$ cat config.mk
export PLATFORM = sky130hd
export DESIGN_NAME = padded_row_zone_builder_top
export DESIGN_NICKNAME = d
export VERILOG_FILES = /design/src/rtl/prz_pkg.sv /design/src/rtl/prz_lane.sv /design/src/rtl/prz_front.sv /design/src/rtl/prz_queue.sv /design/src/rtl/prz_back.sv /design/src/rtl/padded_row_zone_builder_top.sv
export SDC_FILE = /design/constraint.sdc
export NUM_CORES = 2
export LEC_CHECK = 0
export BUFFER_PORTS_ARGS = -buffer_cell sky130_fd_sc_hd__buf_2
export CORE_AREA = 3 3 230 345
export DETAILED_ROUTE_END_ITERATION = 8
export DIE_AREA = 0 0 233 348
export HOLD_SLACK_MARGIN = 0.12
export PLACE_DENSITY_LB_ADDON = 0.05
export SKIP_CTS_REPAIR_TIMING = 1
export SYNTH_ARGS = -nofsm -noshare
export SYNTH_HDL_FRONTEND = slang
export SYNTH_SLANG_ARGS = --single-unit
$ cat constraint.sdc
create_clock -name clk -period 32.4 [get_ports clk]
set_clock_uncertainty 0.05 [all_clocks]
set_input_delay 3.24 -clock clk [delete_from_list [all_inputs] [get_ports clk]]
set_output_delay 3.24 -clock clk [all_outputs]
set_load 0.02 [all_outputs]
$ cat src/rtl/prz_pkg.sv
// Shared types and constants of the padded row zone builder.
`timescale 1ns / 1ps
package prz_pkg;

  localparam int ROW_W        = 31;
  localparam int PSUM_W       = 32;
  localparam int LANE_W       = 3;
  localparam int ZTGT_W       = 10;
  localparam int CFG_INDEX_W  = 2;
  localparam int ZONE_BLOCK_DEFAULT = 128;
  localparam int ZONE_BLOCK_MAX     = 4096;
  localparam int TARGET_W     = $clog2(5 * ZONE_BLOCK_MAX + 1);
  localparam int QUEUE_DEPTH_DEFAULT = 4;

  // Register indexes of the configuration port.
  localparam logic [CFG_INDEX_W-1:0] REG_TOTAL_NONZEROS = 2'd0;
  localparam logic [CFG_INDEX_W-1:0] REG_ROW_COUNT      = 2'd1;

  // Lane widths.
  localparam logic [LANE_W-1:0] LANE_1 = 3'd1;
  localparam logic [LANE_W-1:0] LANE_2 = 3'd2;
  localparam logic [LANE_W-1:0] LANE_3 = 3'd3;
  localparam logic [LANE_W-1:0] LANE_4 = 3'd4;
  localparam logic [LANE_W-1:0] LANE_5 = 3'd5;

  typedef struct packed {
    logic [LANE_W-1:0]   lane;
    logic [TARGET_W-1:0] target;
    logic [ROW_W-1:0]    last_row;
    logic                busy;
  } lane_info_t;

  typedef struct packed {
    logic [ROW_W-1:0]  raw;
    logic [PSUM_W-1:0] padded;
  } row_item_t;

endpackage

$ cat src/rtl/prz_lane.sv
// Configuration registers and derivation of lane width, zone target and last row.
`timescale 1ns / 1ps
module prz_lane #(
  parameter int ZONE_BLOCK = prz_pkg::ZONE_BLOCK_DEFAULT
) (
  input  logic                             clk,
  input  logic                             rst,
  input  logic                             cfg_we,
  input  logic [prz_pkg::CFG_INDEX_W-1:0]  cfg_index,
  input  logic [prz_pkg::ROW_W-1:0]        cfg_data,
  output prz_pkg::lane_info_t              info
);
  import prz_pkg::*;

  logic [ROW_W-1:0]   tnz;
  logic [ROW_W-1:0]   rows;
  logic [1:0]         pend;
  // scaled copies of T and M, one stage ahead of the compares
  logic [ROW_W:0]     t2;
  logic [ROW_W+1:0]   m3;
  logic [ROW_W+2:0]   m5;
  logic [ROW_W+3:0]   t10;
  logic [ROW_W+4:0]   m31;
  logic [ROW_W+5:0]   m41;
  logic [ROW_W-1:0]   t1;
  logic [ROW_W-1:0]   m1;
  logic [LANE_W-1:0]  lane;
  logic [LANE_W-1:0]  lane_next;
  logic [ROW_W-1:0]   last_row;

  always_ff @(posedge clk) begin
    if (rst) begin
      tnz  <= '0;
      rows <= ROW_W'(1);
      pend <= 2'd3;
      lane <= LANE_1;
    end else begin
      if (cfg_we) begin
        if (cfg_index == REG_TOTAL_NONZEROS) tnz <= cfg_data;
        if (cfg_index == REG_ROW_COUNT) rows <= cfg_data;
        pend <= 2'd3;
      end else if (pend != 2'd0) begin
        pend <= pend - 2'd1;
      end
      lane <= lane_next;
    end
  end

  always_ff @(posedge clk) begin
    t1       <= tnz;
    m1       <= rows;
    t2       <= {tnz, 1'b0};
    m3       <= {2'b0, rows} + {1'b0, rows, 1'b0};
    m5       <= {3'b0, rows} + {1'b0, rows, 2'b0};
    t10      <= {1'b0, tnz, 3'b0} + {3'b0, tnz, 1'b0};
    m31      <= {rows, 5'b0} - {5'b0, rows};
    m41      <= {1'b0, rows, 5'b0} + {3'b0, rows, 3'b0} + {6'b0, rows};
    last_row <= rows - ROW_W'(1);
  end

  // Exact rounding of the mean T / M done as compares against scaled M.
  always_comb begin
    if (t1 < m1)                          lane_next = LANE_1;
    else if ({1'b0, t2} < m3)             lane_next = LANE_1;
    else if ({2'b0, t2} < m5)             lane_next = LANE_2;
    else if ({2'b0, t1} < m3)             lane_next = LANE_3;
    else if ({1'b0, t10} < m31)           lane_next = LANE_3;
    else if ({2'b0, t10} < m41)           lane_next = LANE_4;
    else                                  lane_next = LANE_5;
  end

  assign info.lane     = lane;
  assign info.target   = TARGET_W'(32'(lane) * ZONE_BLOCK);
  assign info.last_row = last_row;
  assign info.busy     = (pend != 2'd0);

endmodule

$ cat src/rtl/prz_front.sv
// Front end: accepts row counts and rounds each up to a multiple of the lane width.
`timescale 1ns / 1ps
module prz_front (
  input  logic                       clk,
  input  logic                       rst,
  input  logic                       push,
  output logic                       full,
  input  logic [prz_pkg::ROW_W-1:0]  row_nonzeros,
  input  prz_pkg::lane_info_t        info,
  output logic                       q_push,
  output prz_pkg::row_item_t         q_item,
  input  logic                       q_full
);
  import prz_pkg::*;

  // v mod l for v below 23 and l of 3 or 5
  function automatic logic [LANE_W-1:0] mod_small(input logic [4:0] v,
                                                  input logic [LANE_W-1:0] l);
    logic [4:0] acc;
    acc = v;
    for (int i = 0; i < 7; i++) begin
      if (acc >= {2'b0, l}) acc = acc - {2'b0, l};
    end
    return acc[LANE_W-1:0];
  endfunction

  logic             s1_valid;
  logic [ROW_W-1:0] s1_raw;
  logic [6:0]       s1_dsum;
  logic             s2_valid;
  row_item_t        s2_item;
  logic             s1_load;
  logic             s2_load;
  logic             s1_move;
  logic [6:0]       dsum;
  logic [31:0]      raw_ext;
  logic [4:0]       fold;
  logic [LANE_W-1:0] rem;
  logic [LANE_W-1:0] pad;
  logic             accept;

  assign s2_load = !s2_valid || !q_full;
  assign s1_move = s1_valid && s2_load;
  assign s1_load = !s1_valid || s1_move;
  assign full    = info.busy || !s1_load;
  assign accept  = push && !full;

  // 16 = 1 mod 3 and mod 5, so hex digits can be summed
  always_comb begin
    raw_ext = {1'b0, row_nonzeros};
    dsum    = '0;
    for (int i = 0; i < 8; i++) begin
      dsum = dsum + 7'(raw_ext[4*i +: 4]);
    end
  end

  always_comb begin
    fold = {2'b0, s1_dsum[6:4]} + {1'b0, s1_dsum[3:0]};
    case (info.lane)
      LANE_2:         rem = {2'b0, s1_raw[0]};
      LANE_4:         rem = {1'b0, s1_raw[1:0]};
      LANE_3, LANE_5: rem = mod_small(fold, info.lane);
      default:        rem = '0;
    endcase
    pad = (rem == '0) ? '0 : info.lane - rem;
  end

  always_ff @(posedge clk) begin
    if (rst) begin
      s1_valid <= 1'b0;
      s2_valid <= 1'b0;
    end else begin
      if (s1_load) s1_valid <= accept;
      if (s2_load) s2_valid <= s1_move;
    end
  end

  always_ff @(posedge clk) begin
    if (s1_load) begin
      s1_raw  <= row_nonzeros;
      s1_dsum <= dsum;
    end
    if (s2_load) begin
      s2_item.raw    <= s1_raw;
      s2_item.padded <= {1'b0, s1_raw} + PSUM_W'(pad);
    end
  end

  assign q_push = s2_valid;
  assign q_item = s2_item;

endmodule

$ cat src/rtl/prz_queue.sv
// Short queue of rounded rows between front and back.
`timescale 1ns / 1ps
module prz_queue #(
  parameter int DEPTH = prz_pkg::QUEUE_DEPTH_DEFAULT
) (
  input  logic                clk,
  input  logic                rst,
  input  logic                push,
  input  prz_pkg::row_item_t  push_item,
  output logic                full,
  input  logic                pop,
  output prz_pkg::row_item_t  head,
  output logic                valid
);
  import prz_pkg::*;

  localparam int PTR_W = $clog2(DEPTH);

  row_item_t      mem [DEPTH];
  logic [PTR_W:0] wr_ptr;
  logic [PTR_W:0] rd_ptr;
  logic           do_push;
  logic           do_pop;

  assign valid   = (wr_ptr != rd_ptr);
  assign full    = (wr_ptr[PTR_W] != rd_ptr[PTR_W]) &&
                   (wr_ptr[PTR_W-1:0] == rd_ptr[PTR_W-1:0]);
  assign do_push = push && !full;
  assign do_pop  = pop && valid;
  assign head    = mem[rd_ptr[PTR_W-1:0]];

  always_ff @(posedge clk) begin
    if (rst) begin
      wr_ptr <= '0;
      rd_ptr <= '0;
    end else begin
      if (do_push) wr_ptr <= wr_ptr + (PTR_W+1)'(1);
      if (do_pop)  rd_ptr <= rd_ptr + (PTR_W+1)'(1);
    end
  end

  always_ff @(posedge clk) begin
    if (do_push) mem[wr_ptr[PTR_W-1:0]] <= push_item;
  end

endmodule

$ cat src/rtl/prz_back.sv
// Back end: accumulates rounded rows and closes zones into the result register.
`timescale 1ns / 1ps
module prz_back (
  input  logic                        clk,
  input  logic                        rst,
  input  logic                        q_valid,
  input  prz_pkg::row_item_t          q_head,
  output logic                        q_pop,
  input  prz_pkg::lane_info_t         info,
  output logic                        empty,
  input  logic                        pop,
  output logic [prz_pkg::ROW_W-1:0]   zone_first_row,
  output logic [prz_pkg::ROW_W-1:0]   zone_last_row,
  output logic [prz_pkg::ROW_W-1:0]   zone_rows,
  output logic [prz_pkg::ROW_W-1:0]   zone_actual_nonzeros,
  output logic [prz_pkg::PSUM_W-1:0]  zone_padded_nonzeros,
  output logic [prz_pkg::LANE_W-1:0]  lane_nonzeros,
  output logic [prz_pkg::ZTGT_W-1:0]  zone_target
);
  import prz_pkg::*;

  logic [ROW_W-1:0]  row_index;
  logic [ROW_W-1:0]  zone_origin;
  logic [PSUM_W-1:0] padded_sum;
  logic [ROW_W-1:0]  actual_sum;
  logic              out_valid;
  logic [PSUM_W:0]   psum_wide;
  logic [PSUM_W-1:0] psum;
  logic [ROW_W:0]    asum_wide;
  logic [ROW_W-1:0]  asum;
  logic              is_last;
  logic              close;
  logic [ROW_W-1:0]  row_inc;

  assign q_pop = q_valid && (!out_valid || pop);
  assign empty = !out_valid;

  always_comb begin
    psum_wide = {1'b0, padded_sum} + {1'b0, q_head.padded};
    psum      = psum_wide[PSUM_W] ? '1 : psum_wide[PSUM_W-1:0];
    asum_wide = {1'b0, actual_sum} + {1'b0, q_head.raw};
    asum      = asum_wide[ROW_W] ? '1 : asum_wide[ROW_W-1:0];
    is_last   = (row_index == info.last_row);
    close     = (psum >= PSUM_W'(info.target)) || is_last;
    row_inc   = row_index + ROW_W'(1);
  end

  always_ff @(posedge clk) begin
    if (rst) begin
      row_index   <= '0;
      zone_origin <= '0;
      padded_sum  <= '0;
      actual_sum  <= '0;
      out_valid   <= 1'b0;
    end else begin
      if (pop) out_valid <= 1'b0;
      if (q_pop) begin
        if (close) begin
          out_valid  <= 1'b1;
          padded_sum <= '0;
          actual_sum <= '0;
          if (is_last) begin
            row_index   <= '0;
            zone_origin <= '0;
          end else begin
            row_index   <= row_inc;
            zone_origin <= row_inc;
          end
        end else begin
          padded_sum <= psum;
          actual_sum <= asum;
          row_index  <= row_inc;
        end
      end
    end
  end

  always_ff @(posedge clk) begin
    if (q_pop && close) begin
      zone_first_row       <= zone_origin;
      zone_last_row        <= row_index;
      zone_rows            <= row_index - zone_origin + ROW_W'(1);
      zone_actual_nonzeros <= asum;
      zone_padded_nonzeros <= psum;
      lane_nonzeros        <= info.lane;
      zone_target          <= info.target[ZTGT_W-1:0];
    end
  end

endmodule

$ cat src/rtl/padded_row_zone_builder_top.sv
// Top level of the padded row zone builder.
`timescale 1ns / 1ps
// Groups consecutive sparse-matrix rows into zones of padded work.
// Input channel: push / full, one row nonzero count per beat, rows in order.
// Result channel: empty / pop; a beat is one closed zone (first and last row,
//   row count, raw and padded nonzero sums, lane width and zone target).
// Config channel: cfg_valid / cfg_ready (always ready), cfg_index selects
//   total_nonzeros (0) or row_count (1); other indexes are ignored. Write only
//   while no rows are in flight. A write holds full high while the lane
//   width is re-derived from the new values.
// Throughput: one row per cycle sustained while results are popped; the back
//   end accumulator takes one rounded row per cycle while no result waits.
// Path: a row that closes a zone passes the first and second rounding stages
//   and a queue write, then its result lands in the result register.
// Reset (rst, synchronous): sums and row index clear, registers return to
//   total_nonzeros = 0 and row_count = 1, and full is held high after it.
// Stall: while a result waits on pop, the back end stops, the queue fills,
//   then the rounding stages hold and full rises; nothing is dropped.
module padded_row_zone_builder_top #(
  parameter int ZONE_BLOCK  = prz_pkg::ZONE_BLOCK_DEFAULT,
  parameter int QUEUE_DEPTH = prz_pkg::QUEUE_DEPTH_DEFAULT
) (
  input  logic                             clk,
  input  logic                             rst,
  input  logic                             push,
  output logic                             full,
  input  logic [prz_pkg::ROW_W-1:0]        row_nonzeros,
  output logic                             empty,
  input  logic                             pop,
  output logic [prz_pkg::ROW_W-1:0]        zone_first_row,
  output logic [prz_pkg::ROW_W-1:0]        zone_last_row,
  output logic [prz_pkg::ROW_W-1:0]        zone_rows,
  output logic [prz_pkg::ROW_W-1:0]        zone_actual_nonzeros,
  output logic [prz_pkg::PSUM_W-1:0]       zone_padded_nonzeros,
  output logic [prz_pkg::LANE_W-1:0]       lane_nonzeros,
  output logic [prz_pkg::ZTGT_W-1:0]       zone_target,
  input  logic                             cfg_valid,
  output logic                             cfg_ready,
  input  logic [prz_pkg::CFG_INDEX_W-1:0]  cfg_index,
  input  logic [prz_pkg::ROW_W-1:0]        cfg_data
);
  import prz_pkg::*;

  lane_info_t info;
  logic       fq_push;
  row_item_t  fq_item;
  logic       fq_full;
  logic       bq_pop;
  row_item_t  bq_head;
  logic       bq_valid;

  assign cfg_ready = 1'b1;

  // config registers and lane width, target and last row
  prz_lane #(
    .ZONE_BLOCK (ZONE_BLOCK)
  ) u_lane (
    .clk       (clk),
    .rst       (rst),
    .cfg_we    (cfg_valid && cfg_ready),
    .cfg_index (cfg_index),
    .cfg_data  (cfg_data),
    .info      (info)
  );

  // input beats, rounding to lane width
  prz_front u_front (
    .clk          (clk),
    .rst          (rst),
    .push         (push),
    .full         (full),
    .row_nonzeros (row_nonzeros),
    .info         (info),
    .q_push       (fq_push),
    .q_item       (fq_item),
    .q_full       (fq_full)
  );

  // decoupling queue
  prz_queue #(
    .DEPTH (QUEUE_DEPTH)
  ) u_queue (
    .clk       (clk),
    .rst       (rst),
    .push      (fq_push),
    .push_item (fq_item),
    .full      (fq_full),
    .pop       (bq_pop),
    .head      (bq_head),
    .valid     (bq_valid)
  );

  // accumulation and zone close
  prz_back u_back (
    .clk                  (clk),
    .rst                  (rst),
    .q_valid              (bq_valid),
    .q_head               (bq_head),
    .q_pop                (bq_pop),
    .info                 (info),
    .empty                (empty),
    .pop                  (pop),
    .zone_first_row       (zone_first_row),
    .zone_last_row        (zone_last_row),
    .zone_rows            (zone_rows),
    .zone_actual_nonzeros (zone_actual_nonzeros),
    .zone_padded_nonzeros (zone_padded_nonzeros),
    .lane_nonzeros        (lane_nonzeros),
    .zone_target          (zone_target)
  );

endmodule

==> results.toml <==
[cts]
clk_latency_ps = 670
cts_root_buf = "clkbuf_16"
cts_made_buffers = 91
cts_sinks = 972
max-clock-path-buffers = 3
clk_pin_slew_worst_paths_ps = 70
cts_tree = "built"
cts_htree_levels = 3

[worst_setup_path]
cpMostUsedCell = "ha_1"
slowest_stage = "or4_4"
arrival_ps = 17380
ff2ff_path_depth = 71
endpoint_kind = "flip-flop"
cp-start-kind = "flip-flop"
worst-setup-path-type = "reg -> reg"
rr_startpoint = "u_front.s1_dsum[0]$_DFFE_PN_"
critPathRequiredTime_ps = 32750
crit_path_max_fanout = 8
regToRegEndpoint = "u_front.q_item[30]$_DFFE_PP_"
r2r_setup_slack_ps = 15370
slowest_delay_ps = 560

[die]
die-area_sq_mm = 0.0811
die_w_um = 233
die_y_um = 348
io_pins = 241
core_area_sq_mm = 0.0765
initial_core_util_pct = 66.9
num_rows = 124

[global_routing]
grt_max_degree = 125
grtUsageMet3_pct = 3.81
grt_pass1_wl_um = 200000
met2_usage_pct = 60.2
use_met1_pct = 34.0
grt_busiest_layer = "met2"
antenna_found_initial = 2
grt_pass1_vias = 37200
grt_usage_pct = 31.9
grt_overflow_total = 0

[cells_and_area]
drive_gt1_share_pct = 10.9
area.growth.synth_to_final_pct = 10.7
layout_commonest_cell = "ha_1"
register_area_sq_mm = 0.0246
fill_cells = 5389
multiInputGateArea_sq_mm = 0.0247
layout_common_cells = "ha_1, edfxtp_1, dfxtp_1"
nets = 5619

[placed_design]
dp_hpwl_um = 94300
io_buffers = 232
gp_congestion = 0.929

[status]
status = "complete, no violations"

[timing]
setup_tns_ps = 0
max_slew.worst_pin.slew_ps = 1070
finalMaxSlewViolations = 0
hold_viol_final = 0
setup_violations = 0
hold_slack_ps = 324
slew-limit-headroom_pct = 28.4
min_period_over_period_pct = 52.5
rsz0062_at_grt = "false"
max_freq_ghz = 0.0587
post-route-min-period_ps = 17030

[logic_synthesis]
synth_area_sq_mm = 0.0511
async_flop_share_pct = 0
yosysTopAreaCellShare_pct = 30.1
synth.yosys.seq_area_share_pct = 48.1
ys.flop_type = "edfxtp_1"
syn_inst = 4686
synth_top_area_cell = "edfxtp_1"
yosys_register_bits = 972
yosys_warnings = 0
yosys-top-cells-area = "edfxtp_1, dfxtp_1, ha_1"
synth_edf_count = 512
synth_cell_types = 97
avgSynthCellArea_sq_um = 10.9

[route]
drt_iter0_drc = 2215
routedWlPerCell_um = 21.4
detail-route-antenna-nets = 0
finalWirelength_um = 129000
viasPerCell = 5.97
drc = 0
drt_first_pass_iters = 6
vias = 36000

[min_path]
hold_start = "u_lane.tnz[0]$_SDFFE_PP0P_"
hold_path.class = "reg -> reg"
hold_end = "u_lane.t2[1]$_DFF_P_"
whs_path_depth = 0

[run]
drv_cap = 0
==> area by class of cell <==
type / count / area share (%)
Tap cell: 1008 / 2.23
Clock buffer: 120 / 4.51
Antenna cell: 2 / 0.00884
Inverter: 392 / 2.61
Multi-Input combinational cell: 3215 / 43.6
Clock inverter: 51 / 1.03
Sequential cell: 972 / 43.4
Timing Repair Buffer: 269 / 2.55
==> state kept, by name, indices dropped and copies added (netlist names), 31 cells and up, named ones only <==
signal                       count
u_front.q_item                  63
u_back.zone_actual_nonzeros     31
u_queue.mem                    252
u_lane.m31                      34
u_lane.t2                       31
u_back.zone_origin              31
u_back.actual_sum               31
u_lane.m5                       33
u_lane.last_row                 31
u_lane.t10                      32
u_lane.rows                     31
u_lane.m3                       33
u_front.s1_raw                  31
u_back.zone_first_row           31
u_back.row_index                31
u_back.zone_last_row            31
u_back.padded_sum               32
u_back.zone_rows                31
u_lane.m41                      35
u_back.zone_padded_nonzeros     32
u_lane.tnz                      31
==> per-layer routing <==
| layer | vias up | wire length (um) | part of all wire, % |
|---|---|---|---|
| met5 | - | 24 | 0.019 |
| met4 | 4 | 8050 | 6.2 |
| met3 | 365 | 5500 | 4.3 |
| met2 | 1017 | 69100 | 54 |
| met1 | 17400 | 46000 | 36 |
| li1 | 17200 | - | - |
==> critical path, delay by kind of cell (launching register included) <==
kind / cells / cell delay (ps)
muxes: 3 / 960
adders and majority gates: 12 / 3450
and+or+nand+nor: 28 / 6390
DFF: 1 / 370
xor gates and xnor gates: 3 / 680
AOI/OAI and AO/OA: 20 / 4440
buffers and inverters: 5 / 390
==> stage by stage <==
| step | std cells | utilization (%) | instance area, sq um | worst slack [ps] |
|---|---|---|---|---|
| floorplan | 4692 | - | 51200 | 17900 |
| detailed placement | 5856 | 69.9 | 53500 | 15650 |
| global route | 6027 | 74.0 | 56600 | 13610 |
| CTS | 6027 | 74.0 | 56600 | 15440 |
| finish | 6029 | 74.0 | 56600 | 15370 |
| global placement | 5856 | 69.9 | 53500 | 15840 |
==> cells in the mapped netlist (all sizes together) (14+ instances only) <==
cell type and instances:
nand4 47, o31ai 37, nand3 139, xnor2 232, nand2b 70, or2 23, a21oi 323, edfxtp 512
buf 28, nor2 243, a31oi 21, clkbuf 85, inv 392, a21o 117, and2 33, o211ai 14
nor3 88, mux4 63, a211oi 14, and3 66, nor4 14, dfxtp 460, nor2b 66, fa 63
a21boi 24, xor2 107, nand2 406, o21a 75, o21ai 180, o21bai 27, or3 15, ha 546
==> how the worst max path moves through the flow <==
stage | start | end | slack, ps | depth (start not counted)
floorplan | u_front.s1_dsum[0]$_DFFE_PN_ | u_front.q_item[28]$_DFFE_PP_ | 17900 | 71
global placement | u_front.s1_dsum[0]$_DFFE_PN_ | u_front.q_item[28]$_DFFE_PP_ | 15840 | 71
detailed placement | u_front.s1_dsum[0]$_DFFE_PN_ | u_front.q_item[28]$_DFFE_PP_ | 15650 | 71
CTS | u_front.s1_dsum[0]$_DFFE_PN_ | u_front.q_item[30]$_DFFE_PP_ | 15440 | 71
global route | u_lane.lane[1]$_SDFF_PP0_ | u_front.q_item[28]$_DFFE_PP_ | 13610 | 69
finish | u_front.s1_dsum[0]$_DFFE_PN_ | u_front.q_item[30]$_DFFE_PP_ | 15370 | 71
==> cells by family (layout without fill, tap and decap cells) <==
family / after synthesis / after routing / synth area share (%)
AND/OR/NAND/NOR: 1254 / 1254 / 11.8
flip-flops: 972 / 972 / 48.1
AO/OA/AOI/OAI: 922 / 922 / 11.4
adder cells (fa/ha/maj): 609 / 609 / 15.8
buffers and inverters: 505 / 832 / 3.81
XOR/XNOR: 339 / 339 / 5.81
multiplexers: 83 / 83 / 3.21
other: 2 / 10 / 0.0147
Power is left out: the tool's default activity adds up to more than one toggle a clock period on the data nets, which glitch-free logic cannot reach.
